`src/ktlf_pkg.sv`:
```
// ----------------------------------------------------------------------------
// ktlf_pkg
// shared constants, types and the level scaling function of the led fader
// ----------------------------------------------------------------------------
package ktlf_pkg;

   // channel count and fade runs before a channel stops
   localparam int CHANNELS    = 6;
   localparam int FADE_CYCLES = 4;

   localparam int LEVEL_W   = 8 * CHANNELS;
   localparam int CH_IDX_W  = (CHANNELS > 1) ? $clog2(CHANNELS) : 1;
   localparam int CNT_W     = $clog2(CHANNELS + 1);
   localparam int CSR_IDX_W = 3;

   // register indexes
   localparam logic [CSR_IDX_W-1:0] CSR_START   = 3'd0;
   localparam logic [CSR_IDX_W-1:0] CSR_END     = 3'd1;
   localparam logic [CSR_IDX_W-1:0] CSR_KEYS    = 3'd2;
   localparam logic [CSR_IDX_W-1:0] CSR_PRESENT = 3'd3;
   localparam logic [CSR_IDX_W-1:0] CSR_BRIGHT  = 3'd4;

   // register reset values, cut to the channel count
   localparam logic [63:0] START_RESET_ALL = 64'h0000_FF00_C800_FF00;
   localparam logic [63:0] END_RESET_ALL   = 64'h0000_3700_1400_0000;
   localparam logic [7:0]  KEYS_RESET_ALL  = 8'd56;
   localparam logic [7:0]  PRES_RESET_ALL  = 8'd63;

   localparam logic [LEVEL_W-1:0]  START_RESET   = START_RESET_ALL[LEVEL_W-1:0];
   localparam logic [LEVEL_W-1:0]  END_RESET     = END_RESET_ALL[LEVEL_W-1:0];
   localparam logic [CHANNELS-1:0] KEYS_RESET    = KEYS_RESET_ALL[CHANNELS-1:0];
   localparam logic [CHANNELS-1:0] PRESENT_RESET = PRES_RESET_ALL[CHANNELS-1:0];
   localparam logic [7:0]          BRIGHT_RESET  = 8'd200;

   localparam logic [3:0] FADE_TARGET = 4'(FADE_CYCLES);

   typedef logic [7:0]  level_type;
   typedef logic [3:0]  count_type;
   typedef logic [15:0] prod_type;

   typedef enum logic [2:0] {
      ST_IDLE,
      ST_DISPATCH,
      ST_TICK,
      ST_DRAIN,
      ST_DONE
   } ctrl_state_type;

   // controller to datapath
   typedef struct packed {
      logic                capture;
      logic                press;
      logic                step;
      logic                load_rsp;
      logic [CH_IDX_W-1:0] idx;
   } ctrl_cmd_type;

   // datapath to controller
   typedef struct packed {
      logic is_tick;
   } dp_stat_type;

   // 255 - ceil(prod / 255), divide by 255 done by the add-and-shift identity
   function automatic level_type invert_scaled(prod_type prod);
      logic [16:0] x;
      logic [16:0] q;
      x = {1'b0, prod} + 17'd254;
      q = (x + 17'd1 + (x >> 8)) >> 8;
      return 8'd255 - q[7:0];
   endfunction

   // shown level of a value at a brightness
   function automatic level_type scale_level(level_type v, level_type b);
      prod_type p;
      p = 16'(v) * 16'(b);
      return invert_scaled(p);
   endfunction

endpackage

```
`src/ktlf_channels_if.sv`:
```
// ----------------------------------------------------------------------------
// ktlf channel interfaces
// valid/ready channels for request words and response words
// ----------------------------------------------------------------------------
interface ktlf_req_if;
   import ktlf_pkg::*;

   logic       valid;
   logic       ready;
   logic       req_type;
   logic       pressed_key;
   logic [1:0] keys_held;

   modport source (output valid, req_type, pressed_key, keys_held, input ready);
   modport sink   (input valid, req_type, pressed_key, keys_held, output ready);
endinterface

interface ktlf_rsp_if;
   import ktlf_pkg::*;

   logic                valid;
   logic                ready;
   logic [LEVEL_W-1:0]  led_levels;
   logic [CHANNELS-1:0] active_mask;

   modport source (output valid, led_levels, active_mask, input ready);
   modport sink   (input valid, led_levels, active_mask, output ready);
endinterface

```
`src/ktlf_ctrl.sv`:
```
// ----------------------------------------------------------------------------
// ktlf_ctrl
// sequencer: takes a word, runs a key press or a channel walk, hands the
// response word to the output register
// ----------------------------------------------------------------------------
module ktlf_ctrl (
   input  logic                   clock,
   input  logic                   reset,
   input  logic                   req_valid,
   output logic                   req_ready,
   output logic                   rsp_valid,
   input  logic                   rsp_ready,
   input  ktlf_pkg::dp_stat_type  stat,
   output ktlf_pkg::ctrl_cmd_type cmd
);
   import ktlf_pkg::*;

   ctrl_state_type   state_ff, state_in;
   logic [CNT_W-1:0] cnt_ff, cnt_in;
   logic             rsp_valid_ff, rsp_valid_in;
   logic             rsp_free;

   assign rsp_free = !rsp_valid_ff || rsp_ready;

   // next state
   always_comb begin
      state_in = state_ff;
      case (state_ff)
         ST_IDLE: begin
            if (req_valid) state_in = ST_DISPATCH;
         end
         ST_DISPATCH: begin
            state_in = stat.is_tick ? ST_TICK : ST_DONE;
         end
         ST_TICK: begin
            if (cnt_ff == CNT_W'(CHANNELS - 1)) state_in = ST_DRAIN;
         end
         ST_DRAIN: begin
            state_in = ST_DONE;
         end
         ST_DONE: begin
            if (rsp_free) state_in = ST_IDLE;
         end
         default: begin
            state_in = ST_IDLE;
         end
      endcase
   end

   // outputs
   always_comb begin
      cmd          = '0;
      cmd.idx      = cnt_ff[CH_IDX_W-1:0];
      req_ready    = 1'b0;
      case (state_ff)
         ST_IDLE: begin
            req_ready   = 1'b1;
            cmd.capture = req_valid;
         end
         ST_DISPATCH: begin
            cmd.press = !stat.is_tick;
         end
         ST_TICK: begin
            cmd.step = 1'b1;
         end
         ST_DRAIN: begin
            cmd.step = 1'b0;
         end
         ST_DONE: begin
            cmd.load_rsp = rsp_free;
         end
         default: begin
            req_ready = 1'b0;
         end
      endcase
   end

   // channel counter runs only during the walk
   assign cnt_in = (state_ff == ST_TICK) ? cnt_ff + CNT_W'(1) : '0;

   // response valid flag
   always_comb begin
      if (cmd.load_rsp) begin
         rsp_valid_in = 1'b1;
      end else if (rsp_ready) begin
         rsp_valid_in = 1'b0;
      end else begin
         rsp_valid_in = rsp_valid_ff;
      end
   end

   assign rsp_valid = rsp_valid_ff;

   always_ff @(posedge clock) begin
      if (reset) begin
         state_ff     <= ST_IDLE;
         cnt_ff       <= '0;
         rsp_valid_ff <= 1'b0;
      end else begin
         state_ff     <= state_in;
         cnt_ff       <= cnt_in;
         rsp_valid_ff <= rsp_valid_in;
      end
   end

endmodule

```
`src/ktlf_datapath.sv`:
```
// ----------------------------------------------------------------------------
// ktlf_datapath
// registers, per-channel fade state, one-channel step unit, scaling pipe
// and the response register
// ----------------------------------------------------------------------------
module ktlf_datapath (
   input  logic                             clock,
   input  logic                             reset,
   input  ktlf_pkg::ctrl_cmd_type           cmd,
   output ktlf_pkg::dp_stat_type            stat,
   input  logic                             csr_we,
   input  logic [ktlf_pkg::CSR_IDX_W-1:0]   csr_index,
   input  logic [ktlf_pkg::LEVEL_W-1:0]     csr_wdata,
   input  logic                             req_type,
   input  logic                             pressed_key,
   input  logic [1:0]                       keys_held,
   output logic [ktlf_pkg::LEVEL_W-1:0]     led_levels,
   output logic [ktlf_pkg::CHANNELS-1:0]    active_mask
);
   import ktlf_pkg::*;

   // configuration
   logic [LEVEL_W-1:0]  start_ff, end_ff;
   logic [CHANNELS-1:0] keys_ff, present_ff;
   level_type           bright_ff;

   // captured request word
   logic       type_ff, key_ff;
   logic [1:0] held_ff;

   // channel state
   level_type           fade_ff   [CHANNELS];
   level_type           fade_in   [CHANNELS];
   count_type           cycle_ff  [CHANNELS];
   count_type           cycle_in  [CHANNELS];
   logic [CHANNELS-1:0] active_ff, active_in;
   level_type           shown_ff  [CHANNELS];
   level_type           shown_in  [CHANNELS];

   // scaling pipe
   logic                upd_ff, upd_in;
   logic [CH_IDX_W-1:0] upd_idx_ff;
   prod_type            prod_ff, prod_in;

   // response register
   logic [LEVEL_W-1:0]  led_ff;
   logic [CHANNELS-1:0] act_ff;

   level_type start_lv [CHANNELS];
   level_type end_lv   [CHANNELS];

   // step unit signals for the selected channel
   level_type s_sel, e_sel, fv, fv_n, vsel;
   count_type cc, cc_n;
   logic      up, hit, dir_up, wrap, hold, enabled;

   // configuration writes, out-of-range indexes ignored
   always_ff @(posedge clock) begin
      if (reset) begin
         start_ff   <= START_RESET;
         end_ff     <= END_RESET;
         keys_ff    <= KEYS_RESET;
         present_ff <= PRESENT_RESET;
         bright_ff  <= BRIGHT_RESET;
      end else if (csr_we) begin
         case (csr_index)
            CSR_START:   start_ff   <= csr_wdata;
            CSR_END:     end_ff     <= csr_wdata;
            CSR_KEYS:    keys_ff    <= csr_wdata[CHANNELS-1:0];
            CSR_PRESENT: present_ff <= csr_wdata[CHANNELS-1:0];
            CSR_BRIGHT:  bright_ff  <= csr_wdata[7:0];
            default:     bright_ff  <= bright_ff;
         endcase
      end
   end

   // request capture
   always_ff @(posedge clock) begin
      if (cmd.capture) begin
         type_ff <= req_type;
         key_ff  <= pressed_key;
         held_ff <= keys_held;
      end
   end

   assign stat.is_tick = type_ff;

   // unpack levels
   always_comb begin
      for (int i = 0; i < CHANNELS; i++) begin
         start_lv[i] = start_ff[8*i +: 8];
         end_lv[i]   = end_ff[8*i +: 8];
      end
   end

   // one fade step on the selected channel
   always_comb begin
      s_sel   = start_lv[cmd.idx];
      e_sel   = end_lv[cmd.idx];
      fv      = fade_ff[cmd.idx];
      cc      = cycle_ff[cmd.idx];
      up      = e_sel > s_sel;
      hit     = cc[0] ? (fv == s_sel) : (fv == e_sel);
      dir_up  = cc[0] ? !up : up;
      fv_n    = hit ? fv : (dir_up ? fv + 8'd1 : fv - 8'd1);
      cc_n    = hit ? cc + 4'd1 : cc;
      wrap    = cc_n == FADE_TARGET;
      hold    = held_ff[keys_ff[cmd.idx]];
      enabled = cmd.step && present_ff[cmd.idx] && active_ff[cmd.idx];
      vsel    = wrap ? s_sel : fv_n;
      upd_in  = enabled && !(wrap && hold);
      prod_in = 16'(vsel) * 16'(bright_ff);
   end

   // channel state next values: key press arms in parallel, walk steps one
   always_comb begin
      logic arm;
      for (int i = 0; i < CHANNELS; i++) begin
         fade_in[i]   = fade_ff[i];
         cycle_in[i]  = cycle_ff[i];
         active_in[i] = active_ff[i];
         arm = present_ff[i] && (keys_ff[i] == key_ff) && (start_lv[i] != end_lv[i]);
         if (cmd.press) begin
            if (arm) begin
               active_in[i] = 1'b1;
               cycle_in[i]  = {3'b000, cycle_ff[i][0]};
            end
            if (arm || active_ff[i]) fade_in[i] = start_lv[i];
         end else if (enabled && (cmd.idx == CH_IDX_W'(i))) begin
            fade_in[i]  = fv_n;
            cycle_in[i] = wrap ? 4'd0 : cc_n;
            if (wrap && !hold) active_in[i] = 1'b0;
         end
      end
   end

   // second stage of the scaling pipe writes the shown level
   always_comb begin
      for (int i = 0; i < CHANNELS; i++) begin
         shown_in[i] = shown_ff[i];
      end
      if (upd_ff) shown_in[upd_idx_ff] = invert_scaled(prod_ff);
   end

   // fade values: no reset, every active channel is written on arming
   always_ff @(posedge clock) begin
      for (int i = 0; i < CHANNELS; i++) begin
         fade_ff[i] <= fade_in[i];
      end
   end

   always_ff @(posedge clock) begin
      if (reset) begin
         active_ff <= '0;
         upd_ff    <= 1'b0;
         for (int i = 0; i < CHANNELS; i++) begin
            cycle_ff[i] <= '0;
            shown_ff[i] <= scale_level(START_RESET[8*i +: 8], BRIGHT_RESET);
         end
      end else begin
         active_ff <= active_in;
         upd_ff    <= upd_in;
         for (int i = 0; i < CHANNELS; i++) begin
            cycle_ff[i] <= cycle_in[i];
            shown_ff[i] <= shown_in[i];
         end
      end
   end

   always_ff @(posedge clock) begin
      prod_ff    <= prod_in;
      upd_idx_ff <= cmd.idx;
   end

   // response register
   always_ff @(posedge clock) begin
      if (cmd.load_rsp) begin
         for (int i = 0; i < CHANNELS; i++) begin
            led_ff[8*i +: 8] <= shown_ff[i];
         end
         act_ff <= active_ff;
      end
   end

   assign led_levels  = led_ff;
   assign active_mask = act_ff;

endmodule

```
`src/key_triggered_led_fader_top.sv`:
```
// ----------------------------------------------------------------------------
// key_triggered_led_fader_top
// six-channel key triggered led fader with brightness scaling
// ----------------------------------------------------------------------------
//  channel   direction  word contents
//  req_ch    in         req_type, pressed_key, keys_held
//  rsp_ch    out        led_levels, active_mask
//  csr_*     in         write enable, register index, write data
//
//  a key press runs through the dispatch and done states, a tick adds
//  the channel walk, which steps one channel per cycle through
//  the shared step unit, and a drain state for the scaling pipe
//  reset is synchronous; no clearing pass is needed
//  the next word is accepted once the response sits in the output register,
//  so a stalled response side holds at most one finished word
// ----------------------------------------------------------------------------
module key_triggered_led_fader_top (
   input  logic                           clock,
   input  logic                           reset,
   input  logic                           csr_we,
   input  logic [ktlf_pkg::CSR_IDX_W-1:0] csr_index,
   input  logic [ktlf_pkg::LEVEL_W-1:0]   csr_wdata,
   ktlf_req_if.sink                       req_ch,
   ktlf_rsp_if.source                     rsp_ch
);
   import ktlf_pkg::*;

   ctrl_cmd_type cmd;
   dp_stat_type  stat;

   // sequencer
   ktlf_ctrl u_ctrl (
      .clock     (clock),
      .reset     (reset),
      .req_valid (req_ch.valid),
      .req_ready (req_ch.ready),
      .rsp_valid (rsp_ch.valid),
      .rsp_ready (rsp_ch.ready),
      .stat      (stat),
      .cmd       (cmd)
   );

   // datapath
   ktlf_datapath u_dp (
      .clock       (clock),
      .reset       (reset),
      .cmd         (cmd),
      .stat        (stat),
      .csr_we      (csr_we),
      .csr_index   (csr_index),
      .csr_wdata   (csr_wdata),
      .req_type    (req_ch.req_type),
      .pressed_key (req_ch.pressed_key),
      .keys_held   (req_ch.keys_held),
      .led_levels  (rsp_ch.led_levels),
      .active_mask (rsp_ch.active_mask)
   );

endmodule

```
`src/flat_wrapper.sv`:
```
// flat-port wrapper written by rule: the top's interface ports become plain ports
module key_triggered_led_fader_top_flat import ktlf_pkg::*;
  (clock, reset, csr_we, csr_index, csr_wdata, req_ch_valid, req_ch_req_type, req_ch_pressed_key, req_ch_keys_held, req_ch_ready, rsp_ch_valid, rsp_ch_led_levels, rsp_ch_active_mask, rsp_ch_ready);
  ktlf_req_if req_ch_i ();
  ktlf_rsp_if rsp_ch_i ();
  input  logic clock;
  input  logic reset;
  input  logic csr_we;
  input  logic [ktlf_pkg::CSR_IDX_W-1:0] csr_index;
  input  logic [ktlf_pkg::LEVEL_W-1:0] csr_wdata;
  input wire logic [$bits(req_ch_i.valid)-1:0] req_ch_valid;
  input wire logic [$bits(req_ch_i.req_type)-1:0] req_ch_req_type;
  input wire logic [$bits(req_ch_i.pressed_key)-1:0] req_ch_pressed_key;
  input wire logic [$bits(req_ch_i.keys_held)-1:0] req_ch_keys_held;
  output wire logic [$bits(req_ch_i.ready)-1:0] req_ch_ready;
  output wire logic [$bits(rsp_ch_i.valid)-1:0] rsp_ch_valid;
  output wire logic [$bits(rsp_ch_i.led_levels)-1:0] rsp_ch_led_levels;
  output wire logic [$bits(rsp_ch_i.active_mask)-1:0] rsp_ch_active_mask;
  input wire logic [$bits(rsp_ch_i.ready)-1:0] rsp_ch_ready;
  assign req_ch_i.valid = req_ch_valid;
  assign req_ch_i.req_type = req_ch_req_type;
  assign req_ch_i.pressed_key = req_ch_pressed_key;
  assign req_ch_i.keys_held = req_ch_keys_held;
  assign req_ch_ready = req_ch_i.ready;
  assign rsp_ch_valid = rsp_ch_i.valid;
  assign rsp_ch_led_levels = rsp_ch_i.led_levels;
  assign rsp_ch_active_mask = rsp_ch_i.active_mask;
  assign rsp_ch_i.ready = rsp_ch_ready;
  key_triggered_led_fader_top u_core (.clock(clock), .reset(reset), .csr_we(csr_we), .csr_index(csr_index), .csr_wdata(csr_wdata), .req_ch(req_ch_i), .rsp_ch(rsp_ch_i));
endmodule
```
`config.mk`:
```
export PLATFORM = sky130hd
export DESIGN_NAME = key_triggered_led_fader_top_flat
export DESIGN_NICKNAME = d
export VERILOG_FILES = /design/src/ktlf_pkg.sv /design/src/ktlf_channels_if.sv /design/src/ktlf_ctrl.sv /design/src/ktlf_datapath.sv /design/src/key_triggered_led_fader_top.sv /design/src/flat_wrapper.sv
export SDC_FILE = /design/constraint.sdc
export NUM_CORES = 1
export LEC_CHECK = 0
export BUFFER_PORTS_ARGS = -buffer_cell sky130_fd_sc_hd__buf_2
export CORE_UTILIZATION = 48
export DETAILED_ROUTE_END_ITERATION = 8
export GPL_ROUTABILITY_DRIVEN = 0
export PLACE_DENSITY = 0.68
export SYNTH_ARGS = -nofsm -noshare
export SYNTH_HDL_FRONTEND = slang
export SYNTH_SLANG_ARGS = --single-unit
```
`constraint.sdc`:
```
create_clock -name clock -period 7.2 [get_ports clock]
set_clock_uncertainty 0.15 [all_clocks]
set_input_delay 0.72 -clock clock [delete_from_list [all_inputs] [get_ports clock]]
set_output_delay 0.72 -clock clock [all_outputs]
set_load 0.05 [all_outputs]
```
==> qor.csv, run 1 <==
metric;value;unit
slew_headroom;35.86;%
drt-initial-drc-count;1305;
io_buffer_count;115;
power;5.303;mW
status;finished, violations left;
antenna_found_initial;0;
synth-edff-count;130;
syn_to_final_growth;21.36;%
end_kind;flip-flop;
root_buffer;clkbuf_16;
worst-endpoint-required;7.48;ns
grt.total_usage;27.44;%
synthMuxAreaShare;5.473;%
finalWirelength;50510;um
core;0.03574;mm2
synthSimpleGateAreaFrac;18.94;%
arrival;7.74;ns
setup_ws;-0.2607;ns
stdcell_count;2576;
vias;14794;
io_pins;116;
maxSlewViolCount;0;
async_flop_share;0;%
setup_violations;5;
die_h;192.9;um
mostFrequentLayoutCells;nand2_1 (315), dfxtp_1 (195), nor2_1 (162), buf_4 (159), edfxtp_1 (130);
fmax;134.0;MHz
final_layout_size_suffix_gt1_share;21.37;%
place_area;0.01955;mm2
fill_cells;3030;
synthAdderAreaFrac;8.414;%
p_per_area;249.9;mW/mm2
pre_cts_ws;-0.3111;ns
worstPathMaxFanout;5;
die_w;192.9;um
avgViaCountPerCell;5.743;
grt_pass1_vias;14344;
rsz0062_at_grt;yes;
dieArea;0.03720;mm2
hold_violations;0;
p_leak;8.417;nW
dr.pass1.iters;9;
path_common_cell;fa_1;
synth_top_family_by_area;simple AND/OR/NAND/NOR gates;
cp-start-kind;flip-flop;
drv_cap;0;
crit_type;reg -> reg;
slowest_stage;fa_1;
post-dp-hpwl;37560;um
antenna_cells;0;
synth_fp_nets;2018;
grt_pass1_wl;78540;um
drc_errors;22;
timing.final.crit_share;103.6;%
yosys_warnings;0;
clock_path_buffers;3;
critPathMaxStageDelay;0.54;ns
grt_max_degree;120;
dp_cells;2498;
numCtsBuffers;37;
postSynthAreaPerCell;9.392;um2
syn_inst;1862;
ant_nets;0;
violations;DRC, setup timing;
cts_tree;yes;
synth-xor-area-share;4.507;%
ys_seq_area_share;44.87;%
ff_latch_area;0.007855;mm2
cts.clk_slew.worst_paths;0.06;ns
nets;2243;
final_common_cell;nand2_1;
syn_area;0.01749;mm2
synth_compound_area_share;13.51;%
synth_flop_cell;dfxtp_1;
worstMarginPinSlew;0.9621;ns
multi_input_area;0.009351;mm2
detail_route.wl_per_cell;19.61;um
fin_area;0.02122;mm2
start_util;48.93;%
ir_worst_vdd;0.0001479;V
insertion_delay;0.52;ns
synth_cell_types;68;
hold_class;in -> reg;
htreeDepth;2;
placementRows;69;
synth_seq_cells;327;
clkSinkCount;327;
gr-total-overflow;0;
finalCriticalPeriod;7.461;ns
setup_tns;-0.8584;ns
==> stage by stage <==
| stage | utilization, % | hold slack [ns] |
|---|---|---|
| detailed placement | 54.70 | 0.2664 |
| global route | 59.38 | 0.2087 |
| CTS | 58.91 | 0.2119 |
| finish | 59.38 | 0.2209 |
| floorplan | - | 0.1758 |
| global placement | 54.70 | 0.2626 |
==> layer usage <==
layer / vias to the layer above / GRT usage (%) / wire [um]
met4: 0 / 13.99 / 2748
met5: - / 0 / 0
met3: 144 / 3.528 / 3537
met2: 644 / 45.52 / 23570
met1: 7016 / 34.99 / 20650
li1: 6990 / - / -
==> critical path: cells and delay by family (launching register included) <==
family	cells	cell delay, ns
adder cells (fa/ha/maj)	7	2.72
AO/OA/AOI/OAI	11	2.09
AND/OR/NAND/NOR	3	0.57
buffers and inverters	6	0.50
multiplexers	1	0.49
XOR/XNOR	3	0.45
flip-flops	1	0.39
==> path summary, 6_finish.rpt <==
| path | cells past startpoint | slack (ns) | startpoint | endpoint |
|---|---|---|---|---|
| setup / recovery | 31 | -0.26 | u_core.u_ctrl.cnt_ff[1] | u_core.u_dp.prod_ff[14] |
| hold / removal | 1 | 0.22 | req_ch_pressed_key | u_core.u_dp.key_ff |
| setup reg to reg | 31 | -0.26 | u_core.u_ctrl.cnt_ff[1] | u_core.u_dp.prod_ff[14] |
| hold reg to reg | 0 | 0.28 | u_core.u_dp.shown_ff[2][1] | u_core.u_dp.led_levels[17] |
==> registers in the layout (all words and copies together) (netlist names), 2 cells and up <==
register,cells
u_core.u_dp.active_mask,6
u_core.u_dp.fade_ff,48
u_core.u_dp.held_ff,2
u_core.u_dp.keys_ff,6
u_core.u_dp.active_ff,6
u_core.u_dp.prod_ff,16
u_core.u_dp.led_levels,48
u_core.u_dp.upd_idx_ff,3
u_core.u_dp.start_ff,48
u_core.u_dp.end_ff,48
u_core.u_dp.present_ff,6
u_core.u_ctrl.state_ff,3
u_core.u_dp.bright_ff,8
u_core.u_dp.shown_ff,48
u_core.u_ctrl.cnt_ff,3
u_core.u_dp.cycle_ff,24
==> timing repair <==
action / CTS / global route
pin swaps: 15 / 6
setup endpoints to repair: 6 / 7
hold buffers: 0 / 0
resized for setup: 42 / 32
buffers inserted: 7 / 4
==> where the power goes <==
| part | switching [mW] | total, mW | internal [mW] |
|---|---|---|---|
| Sequential | 0.0711 | 2.08 | 2.01 |
| Clock | 0.767 | 1.91 | 1.15 |
| Combinational | 0.772 | 1.31 | 0.541 |
| Total | 1.61 | 5.30 | 3.69 |
==> layout make-up <==
type                    count  share of cell area (%)
clock buffers              47                   4.935
clock inverters            20                  0.9256
inverters                  86                   1.521
well taps                 461                   2.718
multi-input cells        1355                   44.06
repair buffers            280                   8.826
flip-flops and latches    327                   37.01
==> cell families (layout without fill, tap and decap cells) <==
| group | count (synthesis) | after routing |
|---|---|---|
| AO/OA/AOI/OAI | 370 | 370 |
| XOR/XNOR | 90 | 90 |
| adder cells (fa/ha/maj) | 96 | 96 |
| buffers and inverters | 180 | 433 |
| flip-flops | 327 | 327 |
| multiplexers | 78 | 78 |
| AND/OR/NAND/NOR | 721 | 721 |
==> cells in the mapped netlist, drive strengths merged, types with 11 or more instances <==
cell type | number | area share, %
a211o | 32 | 1.6
a211oi | 16 | 0.69
a21o | 20 | 0.86
a21oi | 132 | 3.8
a31oi | 16 | 0.57
and2 | 21 | 0.75
and3 | 14 | 0.50
buf | 21 | 0.87
clkbuf | 73 | 1.6
dfxtp | 197 | 23
edfxtp | 130 | 22
fa | 36 | 4.1
ha | 60 | 4.3
inv | 86 | 1.8
mux2 | 11 | 0.71
mux2i | 54 | 3.1
mux4 | 13 | 1.7
nand2 | 315 | 6.8
nand2b | 15 | 0.54
nand3 | 33 | 0.94
nand3b | 30 | 1.3
nand4 | 14 | 0.50
nor2 | 170 | 3.7
nor2b | 15 | 0.54
nor3 | 34 | 1.0
nor4 | 24 | 0.86
o21a | 13 | 0.56
o21ai | 64 | 1.8
or3 | 11 | 0.39
xnor2 | 34 | 1.7
xor2 | 56 | 2.8
(Power assumes the default switching activity.)
==> run 2: changes to the inputs <==
--- a/config.mk
+++ b/config.mk
@@ -10,6 +10,7 @@
 export DETAILED_ROUTE_END_ITERATION = 8
 export GPL_ROUTABILITY_DRIVEN = 0
 export PLACE_DENSITY = 0.68
+export SKIP_LAST_GASP = 1
 export SYNTH_ARGS = -nofsm -noshare
 export SYNTH_HDL_FRONTEND = slang
 export SYNTH_SLANG_ARGS = --single-unit
==> run 2 against run 1 <==
Non-clock buffer count up 1. Final area about the same. Fmax about the same. Clock-buffer cell count unchanged. Critical endpoint unchanged. First-iteration DRC count down 4.4%. Critical path depth unchanged. Sequential power about the same. Combinational power about the same. The run still ends with DRC, setup timing left.
==> qor.csv, run 2 (same netlist as run 1, synthesis figures left out) <==
metric;value;unit;change
path_depth;31;;unchanged
p_leak;8.413;nW;about the same
mostFrequentLayoutCells;nand2_1 (315), dfxtp_1 (195), nor2_1 (162), buf_4 (160), edfxtp_1 (130);;
crit_start;u_core.u_ctrl.cnt_ff[1];;
grt.total_usage;27.44;%;unchanged
start_util;48.93;%;unchanged
rsz0062_at_grt;yes;;
status;finished, violations left;;
path_buf_inv;6;;unchanged
antenna_found_initial;0;;unchanged
insertion_delay;0.52;ns;about the same
io_pins;116;;unchanged
crit_type;reg -> reg;;
worstPathMaxFanout;5;;unchanged
syn_to_final_growth;21.33;%;about the same
end_kind;flip-flop;;
final_layout_size_suffix_gt1_share;21.36;%;about the same
drv_cap;0;;unchanged
maxSlewViolCount;0;;unchanged
drc_errors;25;;+14%
setup_tns;-0.8655;ns;-0.007147 ns
fmax;134.1;MHz;about the same
worstMarginPinSlew;0.9664;ns;+0.004292 ns
antenna_cells;0;;unchanged
hold_class;in -> reg;;
ir_worst_vdd;0.0001491;V;+0.85%
min_path_cells;1;;unchanged
io_buffer_count;115;;unchanged
dr.pass1.iters;9;;unchanged
gr-total-overflow;0;;unchanged
worstRegToRegCells;31;;unchanged
hold_slack;0.2204;ns;-0.0004810 ns
postCtsHoldBufs;0;;unchanged
dp_cells;2498;;unchanged
drt-initial-drc-count;1248;;-4.4%
cp-start-kind;flip-flop;;
path_common_cell;fa_1;;
ant_nets;0;;unchanged
switching_power;1.610;mW;about the same
pre_cts_ws;-0.3111;ns;unchanged
cts.clk_slew.worst_paths;0.06;ns;about the same
violations;DRC, setup timing;;
slowest_stage;fa_1;;
power_frac_comb;24.7;%;about the same
grt_max_degree;120;;unchanged
hold_violations;0;;unchanged
avgViaCountPerCell;5.754;;+0.20%
crit_family;adder cells;;
p_per_area;249.7;mW/mm2;about the same
die_w;192.9;um;unchanged
timing.final.crit_share;103.6;%;about the same
numCtsBuffers;37;;unchanged
critPathMaxStageDelay;0.54;ns;about the same
final_common_cell;nand2_1;;
stdcell_count;2577;;+0.039%
worst-endpoint-required;7.48;ns;about the same
min_from;req_ch_pressed_key;;
die_h;192.9;um;unchanged
placementRows;69;;unchanged
netSwitchingFraction;30.39;%;about the same
core;0.03574;mm2;unchanged
grt_pass1_wl;78540;um;unchanged
finalWirelength;50590;um;+0.16%
clkSinkCount;327;;unchanged
fill_cells;3034;;+0.13%
arrival;7.74;ns;about the same
nets;2244;;+0.045%
p_clk_share;36.1;%;about the same
detail_route.wl_per_cell;19.63;um;+0.12%
setup_ws;-0.2564;ns;+0.004285 ns
htreeDepth;2;;unchanged
cts_tree;yes;;
setup_violations;5;;unchanged
clock_path_buffers;3;;unchanged
p_int;3.687;mW;-0.14%
slew_headroom;35.57;%;-0.29 points
post-dp-hpwl;37560;um;unchanged
r2r-start;u_core.u_ctrl.cnt_ff[1];;
root_buffer;clkbuf_16;;
dieArea;0.03720;mm2;unchanged
seqPwrFrac;39.2;%;about the same
finalCriticalPeriod;7.456;ns;-0.004285 ns
vias;14829;;+0.24%
power;5.297;mW;-0.10%
grt_pass1_vias;14344;;unchanged
run 2: routing by layer:
layer / GRT usage, % / up-vias / share of wire, % / wire length, um
li1: - / 7001 / - / -
met1: 34.99 / 7057 / 41 / 20820
met2: 45.52 / 635 / 47 / 23680
met3: 3.528 / 136 / 6.8 / 3430
met4: 13.99 / 0 / 5.3 / 2657
met5: 0 / - / 0 / 0
run 2: area by class of cell:
class | count | area, um2 | area share (%)
Multi-Input combinational cell | 1355 | 9339 | 44.01
Clock inverter | 20 | 196.4 | 0.9258
Tap cell | 461 | 576.8 | 2.718
Clock buffer | 47 | 1047 | 4.936
Timing Repair Buffer | 281 | 1881 | 8.863
Inverter | 86 | 322.8 | 1.521
Sequential cell | 327 | 7855 | 37.02
run 2: timing repair:
action                                  in CTS  in global routing
gates resized for setup                     42                 30
setup buffers                                7                  5
hold endpoints to repair                     0                  0
pin swaps                                   14                  8
endpoints found under the setup margin       6                  7
run 2: power by group through the flow:
stage	Combinational, mW	Sequential (mW)	Clock, mW
floorplan	0.864	2.10	0
global placement	1.21	2.11	0
detailed placement	1.25	2.11	0
CTS	1.29	2.08	1.93
global route	1.45	2.09	2.01
finish	1.31	2.08	1.91
run 2: metrics by stage:
| step | area (um2) | utilization [%] |
|---|---|---|
| 2_1_floorplan | 17660 | - |
| 3_3_place_gp | 19550 | 54.70 |
| 3_5_place_dp | 19550 | 54.70 |
| 4_1_cts | 21050 | 58.91 |
| 5_1_grt | 21220 | 59.36 |
| 6_report | 21220 | 59.36 |
run 2: worst paths after layout:
| path | slack (ns) | endpoint |
|---|---|---|
| max | -0.26 | u_core.u_dp.prod_ff[14] |
| min reg2reg | 0.28 | u_core.u_dp.led_levels[17] |
| max reg2reg | -0.26 | u_core.u_dp.prod_ff[14] |
| min | 0.22 | u_core.u_dp.key_ff |
==> run 3: changes to the inputs <==
--- a/config.mk
+++ b/config.mk
@@ -6,6 +6,7 @@
 export NUM_CORES = 1
 export LEC_CHECK = 0
 export BUFFER_PORTS_ARGS = -buffer_cell sky130_fd_sc_hd__buf_2
+export CORE_ASPECT_RATIO = 0.7
 export CORE_UTILIZATION = 48
 export DETAILED_ROUTE_END_ITERATION = 8
 export GPL_ROUTABILITY_DRIVEN = 0
==> run 3 against run 2 <==
The run ends with capacitance limit, slew limit, setup timing left. Sequential power hardly changed. Fmax rose by 0.42%. Routed wire length grew 6.3%. Clock power shrank 9%. First-iteration DRC count grew 36%. Core utilization about the same. Clock-buffer cell count is 4 lower. Final area increased by 0.53%. Combinational power grew 5%. Final cell count grew 1.4%. Die area about the same. Register-to-register slack gained 0.03 ns. Highest routed layer unchanged.
==> qor.csv, run 3 (same netlist as run 1, synthesis figures left out) <==
metric;value;unit;change
grt_pass1_wl;81280;um;+3.5%
detail_route.wl_per_cell;20.59;um;+4.9%
post-dp-hpwl;40470;um;+7.7%
setup_violations;4;;-1
drc_errors;0;;-100%
clock_path_buffers;3;;unchanged
final_common_cell;nand2_1;;
min_from;req_ch_req_type;;
finalWirelength;53780;um;+6.3%
crit_start;u_core.u_ctrl.cnt_ff[1];;
io_buffer_count;115;;unchanged
io_pins;116;;unchanged
htreeDepth;1;;-1
cp-start-kind;flip-flop;;
vias;15040;;+1.4%
core;0.03592;mm2;+0.50%
critPathMaxStageDelay;0.53;ns;about the same
ir_worst_vdd;0.0001540;V;+3.3%
grt.total_usage;28.44;%;+1.0 points
power;5.182;mW;-2.2%
slowest_stage;fa_1;;
syn_to_final_growth;21.96;%;
rsz0062_at_grt;yes;;
pre_cts_ws;-0.4796;ns;-0.1685 ns
drv_cap;2;;+2
avgViaCountPerCell;5.758;;about the same
postCtsHoldBufs;0;;unchanged
p_leak;8.483;nW;+0.83%
path_buf_inv;6;;unchanged
grt_max_degree;105;;-13%
arrival;7.78;ns;+0.04 ns
grt_pass1_vias;14206;;-0.96%
crit_type;reg -> reg;;
start_util;48.68;%;-0.25 points
worstPathMaxFanout;7;;+2
timing.final.crit_share;103.1;%;-0.43 points
gr-total-overflow;0;;unchanged
numCtsBuffers;31;;-16%
antenna_found_initial;0;;unchanged
crit_family;adder cells;;
hold_class;in -> reg;;
hold_slack;0.1795;ns;-0.04095 ns
placementRows;58;;-16%
clkSinkCount;327;;unchanged
antenna_cells;0;;unchanged
final_layout_size_suffix_gt1_share;22.14;%;+0.78 points
finalCriticalPeriod;7.425;ns;-0.03116 ns
setup_ws;-0.2253;ns;+0.03116 ns
mostFrequentLayoutCells;nand2_1 (315), dfxtp_1 (195), buf_4 (185), nor2_1 (162), edfxtp_1 (130);;
final_core_util;59.38;%;about the same
end_kind;flip-flop;;
drt-initial-drc-count;1693;;+36%
status;finished, violations left;;
root_buffer;clkbuf_16;;
path_common_cell;fa_1;;
cts.clk_slew.worst_paths;0.07;ns;about the same
r2r-start;u_core.u_ctrl.cnt_ff[1];;
cts_tree;yes;;
worst-endpoint-required;7.55;ns;+0.07 ns
worstMarginPinSlew;1.535;ns;+0.5688 ns
dieArea;0.03721;mm2;about the same
die_h;161.7;um;-16%
slew_headroom;-3.290;%;-39 points
fill_cells;3047;;+0.43%
dr.pass1.iters;6;;-3
nets;2264;;+0.89%
die_w;230.1;um;+19%
hold_violations;0;;unchanged
violations;capacitance limit, slew limit, setup timing;;
setup_tns;-0.6028;ns;+0.2628 ns
ant_nets;0;;unchanged
insertion_delay;0.59;ns;+0.07 ns
p_per_area;242.9;mW/mm2;-2.7%
maxSlewViolCount;3;;+3
fmax;134.7;MHz;+0.42%
==> run 3: cell types whose count changed in the layout (fill, tap and decap cells not counted), moves of 3 or more <==
| cell | before | now |
|---|---|---|
| buf_4 | 160 | 185 |
| a21oi_1 | 124 | 127 |
| mux2i_2 | 4 | 7 |
| o21ai_1 | 12 | 9 |
| clkbuf_16 | 40 | 31 |
| clkbuf_8 | 2 | 7 |
| mux2i_4 | 2 | 5 |
| clkinv_2 | 6 | 3 |
| a21oi_2 | 7 | 4 |
| o21ai_0 | 44 | 47 |
| mux2i_1 | 48 | 42 |
==> run 3: layout make-up <==
cell class,instances,area [um2],share of cell area [%]
inverters,86,326.6,1.531
flip-flops and latches,327,7855,36.83
clock buffers,43,890.9,4.177
repair buffers,307,2106,9.873
multi-input cells,1355,9366,43.91
clock inverters,14,183.9,0.8623
well taps,480,600.6,2.816
==> run 3: routing by layer <==
metal  global-route usage [%]  routed length (um)
met1                    42.39               24260
met2                    38.64               20910
met3                    10.80                7483
met5                        0                   0
met4                    5.990                1129
==> run 3: repair_timing <==
action	in CTS	in global routing
buffers inserted	8	9
gates resized for setup	34	43
pin swaps	12	17
gates cloned	1	0
setup endpoints to repair	6	8
==> run 3: power breakdown <==
part | leakage (nW) | total (mW) | internal [mW] | switching, mW
clock network | 0.524 | 1.73 | 1.01 | 0.724
registers | 2.76 | 2.08 | 2.00 | 0.0781
logic | 5.20 | 1.37 | 0.557 | 0.810
==> run 3: final timing paths <==
path | to | slack [ns] | cells after the start
setup / recovery | u_core.u_dp.prod_ff[14] | -0.23 | 31
hold / removal | u_core.u_dp.stat | 0.18 | 1
setup reg to reg | u_core.u_dp.prod_ff[14] | -0.23 | 31
hold reg to reg | u_core.u_dp.led_levels[38] | 0.28 | 0
==> run 3: through the flow <==
stage | cell area [um2] | cells
after floorplan | 17660 | 1862
after CTS | 21060 | 2603
after detailed placement | 19740 | 2537
after global placement | 19740 | 2537
after global routing | 21330 | 2612
final | 21330 | 2612
